`src/design/rsn_pkg.sv`:
```
package rsn_pkg;

   // default table depth
   localparam int SLOTS_DEFAULT = 16;

   // field widths
   localparam int TAG_W   = 32;
   localparam int POS_W   = 24;
   localparam int DIR_W   = 16;
   localparam int RANGE_W = 24;
   localparam int RAD_W   = 16;

   // radius after reset, 1.0 in Q8.8
   localparam logic [RAD_W-1:0] RADIUS_RESET = 16'd256;

   // request mode codes
   localparam logic [1:0] MODE_WRITE = 2'd0;
   localparam logic [1:0] MODE_CLEAR = 2'd1;
   localparam logic [1:0] MODE_CAST  = 2'd2;

   // controller to datapath
   typedef struct packed {
      logic start;   // latch cast word, reset best
      logic wr_en;   // write table slot
      logic clr_en;  // clear table slot
      logic issue;   // read one slot into the pipe
      logic finish;  // load result register
   } cmd_type;

   // datapath to controller
   typedef struct packed {
      logic pipe_busy;
      logic rsp_free;
   } status_type;

   // one table entry
   typedef struct packed {
      logic [TAG_W-1:0]        tag;
      logic                    team;
      logic                    alive;
      logic signed [POS_W-1:0] x;
      logic signed [POS_W-1:0] y;
      logic signed [POS_W-1:0] z;
   } entry_type;

endpackage

```
`src/design/rsn_ctrl.sv`:
```
module rsn_ctrl #(
   parameter int TARGET_SLOTS = rsn_pkg::SLOTS_DEFAULT
) (
   input  logic                                clock,
   input  logic                                reset,
   input  logic                                req_valid,
   input  logic [1:0]                          req_mode,
   output logic                                req_ready,
   input  rsn_pkg::status_type                 status,
   output rsn_pkg::cmd_type                    cmd,
   output logic [$clog2(TARGET_SLOTS)-1:0]     issue_idx
);
   import rsn_pkg::*;

   localparam int IDX_W = $clog2(TARGET_SLOTS);

   typedef enum logic [2:0] {
      ST_IDLE  = 3'b001,
      ST_WALK  = 3'b010,
      ST_DRAIN = 3'b100
   } state_type;

   state_type        state_ff, state_in;
   logic [IDX_W-1:0] idx_ff, idx_in;

   assign issue_idx = idx_ff;

   // next state and commands
   always_comb begin
      state_in  = state_ff;
      idx_in    = idx_ff;
      cmd       = '0;
      req_ready = 1'b0;
      case (state_ff)
         ST_IDLE: begin
            req_ready = 1'b1;
            if (req_valid) begin
               case (req_mode)
                  MODE_WRITE: cmd.wr_en = 1'b1;
                  MODE_CLEAR: cmd.clr_en = 1'b1;
                  MODE_CAST: begin
                     cmd.start = 1'b1;
                     idx_in    = '0;
                     state_in  = ST_WALK;
                  end
                  default: ;
               endcase
            end
         end
         ST_WALK: begin
            cmd.issue = 1'b1;
            idx_in    = idx_ff + 1'b1;
            if (idx_ff == IDX_W'(TARGET_SLOTS - 1)) begin
               state_in = ST_DRAIN;
            end
         end
         ST_DRAIN: begin
            if (!status.pipe_busy && status.rsp_free) begin
               cmd.finish = 1'b1;
               state_in   = ST_IDLE;
            end
         end
         default: state_in = ST_IDLE;
      endcase
   end

   always_ff @(posedge clock) begin
      if (reset) begin
         state_ff <= ST_IDLE;
         idx_ff   <= '0;
      end else begin
         state_ff <= state_in;
         idx_ff   <= idx_in;
      end
   end

endmodule

```
`config.mk`:
```
export PLATFORM = sky130hd
export DESIGN_NAME = rsn_ctrl
export DESIGN_NICKNAME = d
export VERILOG_FILES = /design/src/design/rsn_pkg.sv /design/src/design/rsn_ctrl.sv
export SDC_FILE = /design/constraint.sdc
export NUM_CORES = 1
export LEC_CHECK = 0
export ABC_AREA = 1
export BUFFER_PORTS_ARGS = -buffer_cell sky130_fd_sc_hd__buf_4
export CORE_AREA = 2 2 39 41
export CTS_BUF_LIST = sky130_fd_sc_hd__clkbuf_4
export DETAILED_ROUTE_END_ITERATION = 7
export DIE_AREA = 0 0 41 43
export PLACE_DENSITY = 0.58
export SYNTH_ARGS = -nofsm -noshare
export SYNTH_HDL_FRONTEND = slang
export SYNTH_SLANG_ARGS = --single-unit
```
`constraint.sdc`:
```
create_clock -name clock -period 1.8 [get_ports clock]
set_clock_uncertainty 0.2 [all_clocks]
set_input_delay 0.27 -clock clock [delete_from_list [all_inputs] [get_ports clock]]
set_output_delay 0.27 -clock clock [all_outputs]
set_load 0.1 [all_outputs]
```
**Yosys cells after proc, flatten, opt, wreduce, memory -nomap -nowiden**

Index checks and enable logic that the tools add are counted.

- Register bits: 7
- Word-level logic and storage cells: 36
- Output and inout port bits: 10
- Bits of input ports: 7

- Add/subtract/negate cells: 1
- Reductions and logical operators: 6
- Equal/unequal tests: 10
- Muxes and demuxes: 17

Operators with widths:

| kind | number |
|---|---|
| 2-to-1 mux 3 bit | 6 |
| one-hot mux 3 bit (3 select lines) | 1 |
| 2-to-1 mux 4 bit | 2 |
| one-hot mux 4 bit (2 select lines) | 1 |
| 2-to-1 mux 1 bit | 7 |
| != test 2 bit, second input constant | 3 |
| adder 4 x 1 -> 4 bit, second input constant | 1 |
| equality test 4 bit, second input constant | 1 |
| AND reduction 4 bit | 1 |
| equality test 3 x 1 -> 1 bit, second input constant | 1 |
| equality test 3 x 2 -> 1 bit, second input constant | 1 |
| equality test 3 bit, second input constant | 1 |
| AND reduction 3 bit | 1 |
| equality test 2 x 1 -> 1 bit, second input constant | 1 |
| equality test 2 bit, second input constant | 1 |
| logical NOT 2 bit | 1 |
| != test 2 x 1 -> 1 bit, second input constant | 1 |
| nonzero test 2 bit | 1 |
| logical AND 1 bit | 1 |
| logical NOT 1 bit | 1 |

**Longest topological paths before layout**

- Depth in word-level cells: 4
- Mapped depth: 8
- Depth with buffers taken out: 8

**Least setup slack after synthesis**

Ideal clock, no wire load.

- Path type: reg-to-output
- Start point: register state_ff[1]
- End point: output cmd[2] in the netlist's numbering
- Stages on the path, launching flop included: 4
- Data required time: 1.330 ns
- Path slack: -2.046 ns
- Arrival: 3.376 ns
- Cells stage by stage: dfxtp_1 -> nor2_2 -> nand2_2 -> nor4_1

RTL lines:

| item | RTL line | text |
|---|---|---|
| from (decl) | rsn_ctrl.sv:23 | `state_type state_ff, state_in;` |
| from (signal assigned) | rsn_ctrl.sv:72 | `state_ff <= state_in;` |
| to (decl) | rsn_ctrl.sv:10 | `output rsn_pkg::cmd_type cmd,` |

==> flow_metrics.env <==
export IMPL_pwr_share_seq_pct=22.5
export IMPL_antenna_found_initial=0
export IMPL_r2r_end="state_ff[2]"
export IMPL_clockPowerShare_pct=16.4
export IMPL_setup_viol=0
export IMPL_holdCritStartpoint="reset"
export IMPL_yosys_register_bits=7
export IMPL_die_h_um=43
export IMPL_cp_max_fo=4
export IMPL_clkLatencyLatePin_ps=250
export IMPL_grt_max_degree=8
export IMPL_required_ps=1330
export IMPL_hold_buffers=0
export IMPL_n_antenna_cell=0
export IMPL_n_fill_cell=148
export IMPL_cts_sink_count=7
export IMPL_drtAntennaViolNets=0
export IMPL_gp_congestion=0.637
export IMPL_layout_worst_path_cycle_share_pct=96.7
export IMPL_maxCapViolCount=0
export IMPL_dp_cells=100
export IMPL_yosys_top_cells_count="nand2_1, inv_1, nor2_1"
export IMPL_wl_per_cell_um=8.87
export IMPL_design_core_area_mm2=0.00138
export IMPL_syn_nets=76
export IMPL_first_pass_iters=4
export IMPL_h_tree_depth=1
export IMPL_postRouteWirelength_um=931
export IMPL_final_max_slew_viol_count=0
export IMPL_syn_to_final_growth_pct=54.8
export IMPL_synthTopCellsByArea="dfxtp_1, nand2_1, inv_1"
export IMPL_synthCells=68
export IMPL_ys_flop_type="dfxtp_1"
export IMPL_r2r_setup_slack_ps=420
export IMPL_worst_pin_slew_ps=280
export IMPL_pwr_share_comb_pct=61.1
export IMPL_r2r_start="issue_idx[1]"
export IMPL_placementRows=14
export IMPL_path_class="flip-flop to output port"
export IMPL_io_buffers=16
export IMPL_grt_pass1_vias=410
export IMPL_avgSynthCellArea_um2=6.55
export IMPL_nNetsFinal=98
export IMPL_drive_above_1_share_pct=49.4
export IMPL_finalNonFillerCells=105
export IMPL_gr_total_overflow=0
export IMPL_endpoint_kind="output port"
export IMPL_synth_top_area_share_pct=31.5
export IMPL_grt_util_all_layers_pct=12.9
export IMPL_start_util_pct=32.2
export IMPL_dpl_hpwl_um=763
export IMPL_internal_power_uw=452
export IMPL_clockBufferDepth=2
export IMPL_r2r_cells=8
export IMPL_min_path_cells=2
export IMPL_cts_tree="yes"
export IMPL_yosys_warnings=0
export IMPL_fmax_ghz=0.574
export IMPL_synth_cell_type_count=19
export IMPL_hold_slack_ps=23.7
export IMPL_postPlaceCellArea_um2=631
export IMPL_slew_headroom_pct=81.5
export IMPL_io_pins=17
export IMPL_irDropWorstVdd_uv=890
export IMPL_power_density_mw_per_mm2=1390
export IMPL_hold_class="input port to flip-flop"
export IMPL_cp_arrival_ps=1270
export IMPL_finalInstanceArea_um2=689
export IMPL_period_minus_slack_ps=1740
export IMPL_hold_viol=0
export IMPL_grt_pass1_wl_um=1540
export IMPL_power_switching_uw=506
export IMPL_status="finished, final reports clean"
export IMPL_swShare_pct=52.8
export IMPL_syn_area_um2=445
export IMPL_drt_iter0_markers=1
export IMPL_postLayoutCoreUtil_pct=49.8
export IMPL_synth_top_area_cell="dfxtp_1"
export IMPL_p_leak_nw=0.349
export IMPL_yosysMostFrequentCell="nand2_1"
export IMPL_via_per_inst=4.48
export IMPL_vias=470
export IMPL_cts_root_buf="clkbuf_4"
export IMPL_clk_pin_slew_ps=50
export IMPL_synth_edf_count=0
export IMPL_synthArstFlopShare_pct=0
export IMPL_remaining_drc_errors=0
export IMPL_cts_buffers=3
export IMPL_yosysSeqAreaShare_pct=31.5
export IMPL_worstSetupStartpointType="flip-flop"
export IMPL_whs_endpoint="issue_idx[1]"
export IMPL_die_area_mm2=0.00176
export IMPL_die_w_um=41
## how the worst max path moves through the flow
| stage | start | endpoint | slack, ps | cells past startpoint |
|---|---|---|---|---|
| final | state_ff[2] | cmd[2] | 60 | 4 |
| after CTS | state_ff[1] | cmd[3] | 8 | 4 |
| after global placement | state_ff[1] | cmd[3] | 230 | 4 |
| after detailed placement | state_ff[1] | cmd[3] | 240 | 4 |
| after floorplan | state_ff[1] | cmd[2] | -230 | 3 |
| after global routing | state_ff[2] | cmd[2] | -0.7 | 4 |
## timing repair
item,CTS,global route
endpoints found under the setup margin,2,3
pin swaps,0,1
gates resized for setup,2,4
setup buffers,0,1
## stage by stage
stage	total power [mW]	setup WS (ps)	TNS [ps]
floorplan	0.662	-234	-467
global placement	0.754	233	0
detailed placement	0.755	237	0
CTS	0.922	7.86	0
global route	1.01	-0.734	-0.734
finish	0.957	58.8	0
## placed cells by master, fill, tap and decap left out, drive strengths merged
| cell | n |
|---|---|
| buf | 17 |
| nor4 | 2 |
| a21oi | 6 |
| or2 | 1 |
| dfxtp | 7 |
| and2 | 1 |
| clkbuf | 4 |
| clkinv | 1 |
| nor2 | 13 |
| ha | 1 |
| nand4 | 1 |
| o21ai | 3 |
| inv | 14 |
| nand3 | 4 |
| nand2 | 14 |
## registers in the layout (all words and copies together), names as in the netlist
| signal | cells |
|---|---|
| state_ff | 3 |
| issue_idx | 4 |
## cells by family after synthesis
group | share of synthesized area, %
AOI/OAI and AO/OA | 11.0
adders and majority gates | 2.81
buffers and inverters | 13.8
DFF | 31.5
and+or+nand+nor | 41.0
## final cells by class
| type | count | area [um2] | area share, % |
|---|---|---|---|
| tap | 16 | 20.0 | 2.90 |
| inverter | 15 | 61.3 | 8.89 |
| multi-input combinational | 46 | 289 | 41.9 |
| clock buffer | 4 | 30.0 | 4.36 |
| timing repair buffer | 17 | 143 | 20.7 |
| sequential | 7 | 146 | 21.2 |
## routing by layer
metal	vias up	track usage, %	share of wire [%]
met4	0	6.00	0
met3	0	4.71	4.1
li1	252	-	-
met2	8	17.2	47
met1	210	17.7	49
met5	-	0	0
## critical path: stages (launching register included)
cell     delay (ps)
dfxtp_2         330
nor2_2          170
nand2_4         110
nor4_4          150
buf_6           260
## power groups by stage
stage	Clock, mW	Combinational [mW]	Sequential [mW]
finish	0.157	0.585	0.215
global route	0.173	0.617	0.218
CTS	0.165	0.547	0.210
detailed placement	0	0.542	0.213
global placement	0	0.541	0.213
floorplan	0	0.449	0.213
Power figures use the tool's default switching activity.
